[src/hw/rtl/shamh_pkg.sv]
// ----------------------------------------------------------------------------
// shamh_pkg
// Shared types, constants and round functions for the SHA-256 message hasher.
// ----------------------------------------------------------------------------
package shamh_pkg;

    localparam int unsigned NumRounds  = 64;
    localparam int unsigned BlockBytes = 64;
    localparam int unsigned LenPos     = 56;   // first byte of the length field

    localparam logic [7:0] PadByte = 8'h80;

    localparam logic [31:0] InitHash [8] = '{
        32'h6a09e667, 32'hbb67ae85, 32'h3c6ef372, 32'ha54ff53a,
        32'h510e527f, 32'h9b05688c, 32'h1f83d9ab, 32'h5be0cd19
    };

    typedef struct packed {
        logic       init;     // reload initial hash
        logic       load;     // working vars <= hash
        logic       step;     // one compression round
        logic       add;      // hash += working vars
        logic [5:0] rnd;      // current round
        logic [2:0] rd_idx;   // digest word to show
    } t_core_ctl;

    typedef struct packed {
        logic       push;       // take one byte
        logic       word_done;  // byte completes a word
        logic       step;       // expand schedule by one word
        logic [7:0] data;
    } t_sched_ctl;

    function automatic logic [31:0] rotr(input logic [31:0] x, input int unsigned n);
        rotr = (x >> n) | (x << (32 - n));
    endfunction

    function automatic logic [31:0] big_sigma0(input logic [31:0] x);
        big_sigma0 = rotr(x, 2) ^ rotr(x, 13) ^ rotr(x, 22);
    endfunction

    function automatic logic [31:0] big_sigma1(input logic [31:0] x);
        big_sigma1 = rotr(x, 6) ^ rotr(x, 11) ^ rotr(x, 25);
    endfunction

    function automatic logic [31:0] small_sigma0(input logic [31:0] x);
        small_sigma0 = rotr(x, 7) ^ rotr(x, 18) ^ (x >> 3);
    endfunction

    function automatic logic [31:0] small_sigma1(input logic [31:0] x);
        small_sigma1 = rotr(x, 17) ^ rotr(x, 19) ^ (x >> 10);
    endfunction

    function automatic logic [31:0] round_k(input logic [5:0] idx);
        case (idx)
            6'd0:  round_k = 32'h428a2f98;
            6'd1:  round_k = 32'h71374491;
            6'd2:  round_k = 32'hb5c0fbcf;
            6'd3:  round_k = 32'he9b5dba5;
            6'd4:  round_k = 32'h3956c25b;
            6'd5:  round_k = 32'h59f111f1;
            6'd6:  round_k = 32'h923f82a4;
            6'd7:  round_k = 32'hab1c5ed5;
            6'd8:  round_k = 32'hd807aa98;
            6'd9:  round_k = 32'h12835b01;
            6'd10: round_k = 32'h243185be;
            6'd11: round_k = 32'h550c7dc3;
            6'd12: round_k = 32'h72be5d74;
            6'd13: round_k = 32'h80deb1fe;
            6'd14: round_k = 32'h9bdc06a7;
            6'd15: round_k = 32'hc19bf174;
            6'd16: round_k = 32'he49b69c1;
            6'd17: round_k = 32'hefbe4786;
            6'd18: round_k = 32'h0fc19dc6;
            6'd19: round_k = 32'h240ca1cc;
            6'd20: round_k = 32'h2de92c6f;
            6'd21: round_k = 32'h4a7484aa;
            6'd22: round_k = 32'h5cb0a9dc;
            6'd23: round_k = 32'h76f988da;
            6'd24: round_k = 32'h983e5152;
            6'd25: round_k = 32'ha831c66d;
            6'd26: round_k = 32'hb00327c8;
            6'd27: round_k = 32'hbf597fc7;
            6'd28: round_k = 32'hc6e00bf3;
            6'd29: round_k = 32'hd5a79147;
            6'd30: round_k = 32'h06ca6351;
            6'd31: round_k = 32'h14292967;
            6'd32: round_k = 32'h27b70a85;
            6'd33: round_k = 32'h2e1b2138;
            6'd34: round_k = 32'h4d2c6dfc;
            6'd35: round_k = 32'h53380d13;
            6'd36: round_k = 32'h650a7354;
            6'd37: round_k = 32'h766a0abb;
            6'd38: round_k = 32'h81c2c92e;
            6'd39: round_k = 32'h92722c85;
            6'd40: round_k = 32'ha2bfe8a1;
            6'd41: round_k = 32'ha81a664b;
            6'd42: round_k = 32'hc24b8b70;
            6'd43: round_k = 32'hc76c51a3;
            6'd44: round_k = 32'hd192e819;
            6'd45: round_k = 32'hd6990624;
            6'd46: round_k = 32'hf40e3585;
            6'd47: round_k = 32'h106aa070;
            6'd48: round_k = 32'h19a4c116;
            6'd49: round_k = 32'h1e376c08;
            6'd50: round_k = 32'h2748774c;
            6'd51: round_k = 32'h34b0bcb5;
            6'd52: round_k = 32'h391c0cb3;
            6'd53: round_k = 32'h4ed8aa4a;
            6'd54: round_k = 32'h5b9cca4f;
            6'd55: round_k = 32'h682e6ff3;
            6'd56: round_k = 32'h748f82ee;
            6'd57: round_k = 32'h78a5636f;
            6'd58: round_k = 32'h84c87814;
            6'd59: round_k = 32'h8cc70208;
            6'd60: round_k = 32'h90befffa;
            6'd61: round_k = 32'ha4506ceb;
            6'd62: round_k = 32'hbef9a3f7;
            6'd63: round_k = 32'hc67178f2;
            default: round_k = 32'h0;
        endcase
    endfunction

endpackage

[src/hw/rtl/shamh_sched.sv]
// ----------------------------------------------------------------------------
// shamh_sched
// Byte packer and message schedule: a 16-word window that fills with
// big-endian words and then expands one schedule word per round.
// ----------------------------------------------------------------------------
module shamh_sched (
    input  logic                   i_clk,
    input  shamh_pkg::t_sched_ctl  i_ctl,
    output logic [31:0]            o_w
);

    logic [23:0] r_acc;
    logic [31:0] r_win [16];
    logic [31:0] n_word;
    logic        shift_en;

    // W[t] sits in r_win[0]; the window holds W[t..t+15]
    always_comb begin
        if (i_ctl.step) begin
            n_word = shamh_pkg::small_sigma1(r_win[14]) + r_win[9]
                   + shamh_pkg::small_sigma0(r_win[1]) + r_win[0];
        end else begin
            n_word = {r_acc, i_ctl.data};
        end
        shift_en = i_ctl.step || (i_ctl.push && i_ctl.word_done);
    end

    always_ff @(posedge i_clk) begin
        if (i_ctl.push) begin
            r_acc <= {r_acc[15:0], i_ctl.data};
        end
        if (shift_en) begin
            for (int i = 0; i < 15; i++) begin
                r_win[i] <= r_win[i+1];
            end
            r_win[15] <= n_word;
        end
    end

    assign o_w = r_win[0];

endmodule

[src/hw/rtl/shamh_core.sv]
// ----------------------------------------------------------------------------
// shamh_core
// Compression round unit: working variables a..h, one round per cycle,
// and the chaining hash with its final add.
// ----------------------------------------------------------------------------
module shamh_core (
    input  logic                  i_clk,
    input  logic                  i_rst_n,
    input  shamh_pkg::t_core_ctl  i_ctl,
    input  logic [31:0]           i_w,
    output logic [31:0]           o_hash_word
);

    logic [31:0] r_hash [8];
    logic [31:0] r_var  [8];
    logic [31:0] t1;
    logic [31:0] t2;
    logic [31:0] ch;
    logic [31:0] maj;

    always_comb begin
        ch  = (r_var[4] & r_var[5]) ^ (~r_var[4] & r_var[6]);
        maj = (r_var[0] & r_var[1]) ^ (r_var[0] & r_var[2]) ^ (r_var[1] & r_var[2]);
        t1  = r_var[7] + shamh_pkg::big_sigma1(r_var[4]) + ch
            + shamh_pkg::round_k(i_ctl.rnd) + i_w;
        t2  = shamh_pkg::big_sigma0(r_var[0]) + maj;
    end

    always_ff @(posedge i_clk) begin
        if (!i_rst_n) begin
            for (int i = 0; i < 8; i++) begin
                r_hash[i] <= shamh_pkg::InitHash[i];
            end
        end else if (i_ctl.init) begin
            for (int i = 0; i < 8; i++) begin
                r_hash[i] <= shamh_pkg::InitHash[i];
            end
        end else if (i_ctl.add) begin
            for (int i = 0; i < 8; i++) begin
                r_hash[i] <= r_hash[i] + r_var[i];
            end
        end
    end

    always_ff @(posedge i_clk) begin
        if (i_ctl.load) begin
            for (int i = 0; i < 8; i++) begin
                r_var[i] <= r_hash[i];
            end
        end else if (i_ctl.step) begin
            r_var[7] <= r_var[6];
            r_var[6] <= r_var[5];
            r_var[5] <= r_var[4];
            r_var[4] <= r_var[3] + t1;
            r_var[3] <= r_var[2];
            r_var[2] <= r_var[1];
            r_var[1] <= r_var[0];
            r_var[0] <= t1 + t2;
        end
    end

    assign o_hash_word = r_hash[i_ctl.rd_idx];

endmodule

[src/hw/rtl/sha256_message_hasher.sv]
// ----------------------------------------------------------------------------
// sha256_message_hasher
// SHA-256 over a byte stream: byte packing, padding sequencer, one round per
// cycle through a shared round unit, digest out as eight 32-bit words.
// ----------------------------------------------------------------------------
// Compression: the 64th byte of a block starts 64 rounds on the round unit, then
//   one hash add. End of message: padding feeds one byte per cycle to the packer
//   outside compressions (up to 64 per block, one or two blocks), then 8 digest
//   words follow, one per cycle while i_stall is low.
// Throughput: 1 byte per cycle while idle between blocks; o_stall is high otherwise.
// Reset: synchronous, active low; initial hash loaded, length and position cleared.
module sha256_message_hasher (
    input  logic        i_clk,
    input  logic        i_rst_n,
    input  logic        i_valid,
    output logic        o_stall,
    input  logic [7:0]  i_data_byte,
    input  logic        i_byte_present,
    input  logic        i_end_of_message,
    output logic        o_valid,
    input  logic        i_stall,
    output logic [31:0] o_digest_word,
    output logic [2:0]  o_word_index,
    output logic        o_last_word
);

    typedef enum logic [2:0] {
        S_IDLE,
        S_PAD,
        S_ROUND,
        S_ADD,
        S_OUT
    } t_state;

    t_state      r_state,    n_state;
    logic [5:0]  r_pos,      n_pos;
    logic [63:0] r_bitlen,   n_bitlen;
    logic [5:0]  r_rnd,      n_rnd;
    logic [2:0]  r_oidx,     n_oidx;
    logic        r_pend,     n_pend;      // end of message seen, digest owed
    logic        r_pad_first, n_pad_first;
    logic        r_len_ok,   n_len_ok;    // length field goes in this block
    logic        r_last_blk, n_last_blk;

    logic        feed;
    logic [7:0]  feed_byte;
    logic [7:0]  pad_byte;
    logic        blk_full;

    shamh_pkg::t_core_ctl  core_ctl;
    shamh_pkg::t_sched_ctl sched_ctl;
    logic [31:0]           w;
    logic [31:0]           hash_word;

    always_comb begin
        if (r_pad_first) begin
            pad_byte = shamh_pkg::PadByte;
        end else if (r_len_ok && r_pos >= 6'(shamh_pkg::LenPos)) begin
            pad_byte = r_bitlen[{~r_pos[2:0], 3'b000} +: 8];
        end else begin
            pad_byte = 8'h00;
        end

        feed = (r_state == S_PAD) ||
               (r_state == S_IDLE && i_valid && i_byte_present);
        feed_byte = (r_state == S_PAD) ? pad_byte : i_data_byte;
        blk_full  = feed && (r_pos == 6'(shamh_pkg::BlockBytes - 1));

        sched_ctl.push      = feed;
        sched_ctl.word_done = (r_pos[1:0] == 2'b11);
        sched_ctl.step      = (r_state == S_ROUND);
        sched_ctl.data      = feed_byte;

        core_ctl.init   = (r_state == S_OUT) && !i_stall && (r_oidx == 3'd7);
        core_ctl.load   = blk_full;
        core_ctl.step   = (r_state == S_ROUND);
        core_ctl.add    = (r_state == S_ADD);
        core_ctl.rnd    = r_rnd;
        core_ctl.rd_idx = r_oidx;
    end

    always_comb begin
        n_state     = r_state;
        n_pos       = r_pos;
        n_bitlen    = r_bitlen;
        n_rnd       = r_rnd;
        n_oidx      = r_oidx;
        n_pend      = r_pend;
        n_pad_first = r_pad_first;
        n_len_ok    = r_len_ok;
        n_last_blk  = r_last_blk;

        if (feed) begin
            n_pos = r_pos + 6'd1;
        end

        case (r_state)
            S_IDLE: begin
                if (i_valid) begin
                    if (i_byte_present) begin
                        n_bitlen = r_bitlen + 64'd8;
                    end
                    if (i_end_of_message) begin
                        n_pend      = 1'b1;
                        n_pad_first = 1'b1;
                        n_len_ok    = 1'b0;
                    end
                    if (blk_full) begin
                        n_state    = S_ROUND;
                        n_rnd      = '0;
                        n_last_blk = 1'b0;
                    end else if (i_end_of_message) begin
                        n_state = S_PAD;
                    end
                end
            end
            S_PAD: begin
                n_pad_first = 1'b0;
                if (r_pad_first && r_pos < 6'(shamh_pkg::LenPos)) begin
                    n_len_ok = 1'b1;
                end
                if (blk_full) begin
                    // a pad block without the length pushes it to the next one
                    n_last_blk = r_len_ok;
                    n_len_ok   = 1'b1;
                    n_state    = S_ROUND;
                    n_rnd      = '0;
                end
            end
            S_ROUND: begin
                n_rnd = r_rnd + 6'd1;
                if (r_rnd == 6'(shamh_pkg::NumRounds - 1)) begin
                    n_state = S_ADD;
                end
            end
            S_ADD: begin
                if (r_last_blk) begin
                    n_state = S_OUT;
                    n_oidx  = '0;
                end else if (r_pend) begin
                    n_state = S_PAD;
                end else begin
                    n_state = S_IDLE;
                end
            end
            S_OUT: begin
                if (!i_stall) begin
                    n_oidx = r_oidx + 3'd1;
                    if (r_oidx == 3'd7) begin
                        n_state    = S_IDLE;
                        n_pos      = '0;
                        n_bitlen   = '0;
                        n_pend     = 1'b0;
                        n_last_blk = 1'b0;
                        n_len_ok   = 1'b0;
                    end
                end
            end
            default: begin
                n_state = S_IDLE;
            end
        endcase
    end

    always_ff @(posedge i_clk) begin
        if (!i_rst_n) begin
            r_state     <= S_IDLE;
            r_pos       <= '0;
            r_bitlen    <= '0;
            r_rnd       <= '0;
            r_oidx      <= '0;
            r_pend      <= 1'b0;
            r_pad_first <= 1'b0;
            r_len_ok    <= 1'b0;
            r_last_blk  <= 1'b0;
        end else begin
            r_state     <= n_state;
            r_pos       <= n_pos;
            r_bitlen    <= n_bitlen;
            r_rnd       <= n_rnd;
            r_oidx      <= n_oidx;
            r_pend      <= n_pend;
            r_pad_first <= n_pad_first;
            r_len_ok    <= n_len_ok;
            r_last_blk  <= n_last_blk;
        end
    end

    shamh_sched u_sched (
        .i_clk (i_clk),
        .i_ctl (sched_ctl),
        .o_w   (w)
    );

    shamh_core u_core (
        .i_clk       (i_clk),
        .i_rst_n     (i_rst_n),
        .i_ctl       (core_ctl),
        .i_w         (w),
        .o_hash_word (hash_word)
    );

    assign o_stall       = (r_state != S_IDLE);
    assign o_valid       = (r_state == S_OUT);
    assign o_digest_word = hash_word;
    assign o_word_index  = r_oidx;
    assign o_last_word   = (r_oidx == 3'd7);

endmodule
[config.mk]
export PLATFORM = sky130hd
export DESIGN_NAME = sha256_message_hasher
export DESIGN_NICKNAME = d
export VERILOG_FILES = /design/src/hw/rtl/shamh_pkg.sv /design/src/hw/rtl/shamh_sched.sv /design/src/hw/rtl/shamh_core.sv /design/src/hw/rtl/sha256_message_hasher.sv
export SDC_FILE = /design/constraint.sdc
export NUM_CORES = 2
export LEC_CHECK = 0
export ABC_AREA = 1
export BUFFER_PORTS_ARGS = -buffer_cell sky130_fd_sc_hd__buf_2
export CAP_MARGIN = 30
export CORE_MARGIN = 4
export CORE_UTILIZATION = 25
export DETAILED_ROUTE_END_ITERATION = 12
export PLACE_DENSITY_LB_ADDON = 0.08
export RECOVER_POWER = 100
export SLEW_MARGIN = 20
export SYNTH_ARGS = -nofsm -noshare
export SYNTH_HDL_FRONTEND = slang
export SYNTH_SLANG_ARGS = --single-unit
[constraint.sdc]
create_clock -name i_clk -period 17 [get_ports i_clk]
set_clock_uncertainty 0.05 [all_clocks]
set_input_delay 1.7 -clock i_clk [delete_from_list [all_inputs] [get_ports i_clk]]
set_output_delay 1.7 -clock i_clk [all_outputs]
set_load 0.02 [all_outputs]
* Yosys cells after proc, flatten, opt, wreduce, memory -nomap -nowiden
Memories as Yosys holds them, arrays and structs flattened. A register that Yosys moved wholly into a read port is not among the register bits. Cells that the tools add are included.
Cells by class: add/sub/neg operators 22, order comparisons 2, equality and inequality tests 19, shifts and indexed selects 1, muxes and demuxes 87, bitwise operators 52, reduce and logical (&&, ||, !) cells 26
Operators with widths (count):
- 32-bit 2-to-1 mux | 25
- 32-bit adder | 18
- 32-bit XOR | 9
- 64-bit 2-to-1 mux | 4
- 32-bit bitwise AND | 5
- 64-bit one-hot mux with 2 select lines | 1
- 64-bit by 4-bit adder with 64-bit output (second input constant) | 1
- 64-bit by 7-bit variable part select with 8-bit output | 1
- 6-bit 2-to-1 mux | 8
- 3-bit 2-to-1 mux | 12
- 32-bit NOT | 1
- 10-bit by 32-bit bitwise OR with 32-bit output | 1
- 13-bit by 32-bit bitwise OR with 32-bit output | 1
- 14-bit by 32-bit bitwise OR with 32-bit output | 1
- 15-bit by 32-bit bitwise OR with 32-bit output | 1
- 19-bit by 32-bit bitwise OR with 32-bit output | 1
- 21-bit by 32-bit bitwise OR with 32-bit output | 1
- 25-bit by 32-bit bitwise OR with 32-bit output | 1
- 26-bit by 32-bit bitwise OR with 32-bit output | 1
- 30-bit by 32-bit bitwise OR with 32-bit output | 1
- 7-bit by 32-bit bitwise OR with 32-bit output | 1
- 32-bit by 22-bit XOR with 32-bit output | 1
- 32-bit by 29-bit XOR with 32-bit output | 1
- 1-bit 2-to-1 mux | 27
- other kinds (31) | 85
Storage, ports and cells: bits in registers 110, RAM bits 1024, bits in read-only memories 2048, output and inout bits 38, memories 4
Memory list:
- (no name shown) | depth 64, width 32, read ports 1, clocked after memory_dff 1, wr ports 0, line shamh_pkg.sv:55 | case (idx)
- u_sched.r_win | depth 16, width 32, read ports 16, clocked after memory_dff 0, wr ports 16, line shamh_sched.sv:13 | logic [31:0] r_win [16];
- u_core.r_hash | depth 8, width 32, read ports 9, clocked after memory_dff 1, wr ports 8, line shamh_core.sv:14 | logic [31:0] r_hash [8];
- u_core.r_var | depth 8, width 32, read ports 8, clocked after memory_dff 0, wr ports 8, line shamh_core.sv:15 | logic [31:0] r_var [8];

* Longest topological paths before layout
depth in word-level cells 10, gate-level depth with buffers 38, depth with buffers taken out 37

* Cells and area by module
Synthesis repeated with hierarchy kept, for this count alone.
Second synthesis, totals: cell total of the unflattened synthesis 8978, area, all modules 75711.4 um2
By module, submodules not included:
- shamh_core | times used 1, cells an instance 6638, area each 48621.6 um2, seq. area each 15054.4 um2
- shamh_sched | times used 1, cells an instance 1461, area each 21730.8 um2, seq. area each 16095.4 um2
- sha256_message_hasher | times used 1, cells an instance 879, area each 5358.9 um2, seq. area each 1661.6 um2

* Worst setup path after synthesis
OpenSTA, ideal clock, no wires.
kind input-to-reg, from input port i_byte_present, to memory u_sched.r_win[0][0], enable pin, arrival time 13.174 ns, path slack 2.875 ns, stages 4, cell sequence nand2_1 -> a21oi_4 -> nand2_1 -> nand2_1
RTL lines:
- from (decl) | line sha256_message_hasher.sv:18 | input logic i_byte_present,
- to (decl) | line shamh_sched.sv:13

==> results.py <==
metrics = {
    "placement": {
        "hpwl_um": 289000,
        "portBuffers": 51,
        "dpl_cell_area_um2": 81500,
        "gp_congestion": 0.917,
    },
    "critical_path": {
        "critPathMaxFanout": 72,
        "critPathCaptureType": "flop",
        "crit_family": "simple AND/OR/NAND/NOR gates",
        "crit_type": "reg -> reg",
        "crit_top_cell": "nand2_1",
        "cp_data_required_time_ns": 17.71,
        "worstSetupStartpointType": "flop",
        "cp_slowest_cell": "nand2_1",
        "path_buf_inv": 4,
        "critPathArrivalTime_ns": 12.29,
        "crit_chain": "nor2_1, nand2_1, clkbuf_1, nand2_1, nand2_1, nand2_2, buf_4, inv_2, clkbuf_1, o21ai_0, o21ai_1, nand3_1, nand2_1",
        "cp_slowest_stage_delay_ns": 2.88,
    },
    "yosys": {
        "ys_seq_area_share_pct": 43.8,
        "synth_top_cell_by_area": "edfxtp_1",
        "synth_cell_types": 60,
        "async_flop_share_pct": 0,
        "ys.flop_type": "edfxtp_1",
        "syn-cell-area_um2": 76600,
        "netlist_top_cells_area": "edfxtp_1 40%, nand2_1 9.4%, ha_1 6.5%, inv_1 5.2%, o21ai_0 5.2%",
        "synthesis.nets": 9611,
        "synth_commonest_cells": "1914 x nand2_1, 1062 x inv_1, 1016 x edfxtp_1, 796 x o21ai_0, 757 x nor2_1",
        "synth_seq_cells": 1166,
        "syn_avg_cell_area_um2": 8.50,
        "synth_edf_count": 1016,
        "synth_top_area_share_pct": 39.8,
        "yosysWarnings": 0,
        "postSynthCellCount": 9007,
        "yosysMostFrequentCell": "nand2_1",
    },
    "min_path": {
        "hp-class": "reg -> reg",
    },
    "detailed_routing": {
        "num_vias": 66200,
        "routed_wirelength_um": 363000,
        "drc": 0,
        "wl_per_cell_um": 27.4,
        "ant_nets": 0,
        "drtPass1Iterations": 6,
        "vias_per_cell": 5.00,
        "drt_iter0_drc": 6657,
    },
    "global_routing": {
        "grt_max_degree": 171,
        "grt_pass1_wl_um": 503000,
        "antenna_found_initial": 25,
        "overflow": 0,
        "grt_pass1_vias": 63900,
        "grt.total_usage_pct": 22.2,
    },
    "timing": {
        "hold_viol_final": 0,
        "setup_viol": 0,
        "rsz0062_at_grt": "false",
        "tns_ns": 0,
        "max_freq_mhz": 86.3,
        "maxSlewViolCount": 1809,
        "finalCritPeriodShare_pct": 68.2,
        "min_period_ns": 11.59,
        "slew_headroom_pct": -169,
        "worstMarginPinSlew_ns": 4.04,
        "worst_hold_slack_ns": 0.345,
    },
    "floorplan": {
        "die_w_um": 561,
        "ios": 52,
        "core_area_um2": 304000,
        "die_h_um": 561,
        "rows": 202,
        "die-area_um2": 315000,
        "start_util_pct": 25.2,
    },
    "clocking": {
        "cts.htree.levels": 4,
        "cts_hold_buf": 0,
        "cts_tree": "yes",
        "post_cts_buffers": 0,
        "root_buffer": "clkbuf_16",
        "cts.path.max_buffers": 4,
        "ctsResizeCount": 0,
        "clkLatencyLatePin_ns": 0.83,
        "numCtsBuffers": 157,
        "clkSinkCount": 1166,
        "clkTransAtPathRegs_ns": 0.05,
    },
    "final_layout": {
        "drive_above_1_share_pct": 4.24,
        "final_cell_area_um2": 86100,
        "multi_input_area_um2": 37700,
        "fillers": 33100,
        "nNetsFinal": 9635,
        "area_delta_synth_final_pct": 12.4,
        "regArea_um2": 33500,
    },
    "power_and_ir_drop": {
        "powerDensity_nw_per_um2": 82.9,
        "p_leak_nw": 33.6,
        "ir_drop_uv": 67.7,
    },
    "job": {
        "maxCapViolCount": 39,
    },
    "run_status": {
        "status": "finished, violations left",
        "violations": "max-capacitance violations, max-slew violations",
    },
}
## routing by layer
layer | routed length [um] | GRT usage [%]
met4 | 8440 | 4.70
met1 | 173000 | 32.6
met2 | 163000 | 35.2
met3 | 18300 | 2.18
met5 | 27 | 0
## final cells by class
cell class,count,area share [%]
clock inverters,75,0.730
flip-flops and latches,1166,38.9
clock buffers,204,4.91
inverters,1078,4.71
diodes,10,0.0291
multi-input cells,6483,43.8
well taps,4080,5.93
repair buffers,145,0.921
## sequential cells by signal, indices dropped and copies added, names as in the netlist, named ones only
| name | flops |
|---|---|
| o_word_index | 3 |
| r_bitlen | 61 |
| r_last_blk | 1 |
| r_len_ok | 1 |
| r_pad_first | 1 |
| r_pend | 1 |
| r_pos | 6 |
| r_rnd | 6 |
| r_state | 3 |
| u_core.r_hash | 256 |
| u_core.r_var | 256 |
| u_sched.r_acc | 24 |
| u_sched.r_win | 512 |
## worst paths after layout
| path | cells after the start | slack [ns] | end | startpoint |
|---|---|---|---|---|
| worst max-delay path | 13 | 5.41 | flop | r_state[2]$_SDFFE_PN0P_ |
| worst min-delay path | 0 | 0.34 | u_sched.r_win[0][119]$_DFFE_PP_ | u_sched.r_win[0][151]$_DFFE_PP_ |
| worst max register to register | 13 | 5.41 | flop | r_state[2]$_SDFFE_PN0P_ |
| worst min register to register | 0 | 0.34 | u_sched.r_win[0][119]$_DFFE_PP_ | u_sched.r_win[0][151]$_DFFE_PP_ |
## power by group
part | internal [W] | switching, W
sequential | 0.00315 | 0.0000423
clock | 0.00186 | 0.00137
combinational | 0.000208 | 0.000503
## through the flow
stage          power, W  worst slack, ns  util (%)  std cells
2_1_floorplan   0.00368             2.88         -       9007
3_3_place_gp    0.00396             9.23      26.8      12900
3_5_place_dp    0.00396             9.24      26.8      13000
4_1_cts         0.00726             9.15      28.4      13200
5_1_grt         0.00743             4.29      28.3      13200
6_report        0.00714             5.41      28.3      13200
## layout by cell type, fill, tap and decap left out, types with 26 or more instances in the layout
cell type and n:
a21boi_0 34, a21o_1 47, a21oi_1 740, a31oi_1 76
buf_4 50, clkbuf_1 109, clkbuf_16 161, clkinv_1 31
dfxtp_1 149, edfxtp_1 1016, fa_1 195, ha_1 395
inv_1 1066, nand2_1 1920, nand3_1 505, nand4_1 140
nor2_1 760, nor3_1 109, nor4_1 28, o211ai_1 47
o21a_1 63, o21ai_0 803, o21bai_1 52, o22ai_1 26
or2_2 53, xnor2_1 170, xor2_1 187
## cells by family (layout without fill, tap and decap cells)
kind of cell / Yosys count / in the layout / share of synthesized area, %
other cells: 0 / 10 / 0
compound gates: 1959 / 1959 / 14.1
buf+inv: 1358 / 1502 / 6.85
flops: 1166 / 1166 / 43.8
simple gates: 3573 / 3573 / 19.6
xor+xnor: 357 / 357 / 4.08
fa+ha+maj: 594 / 594 / 11.6
Note: power is estimated with default switching activity, not from simulation.
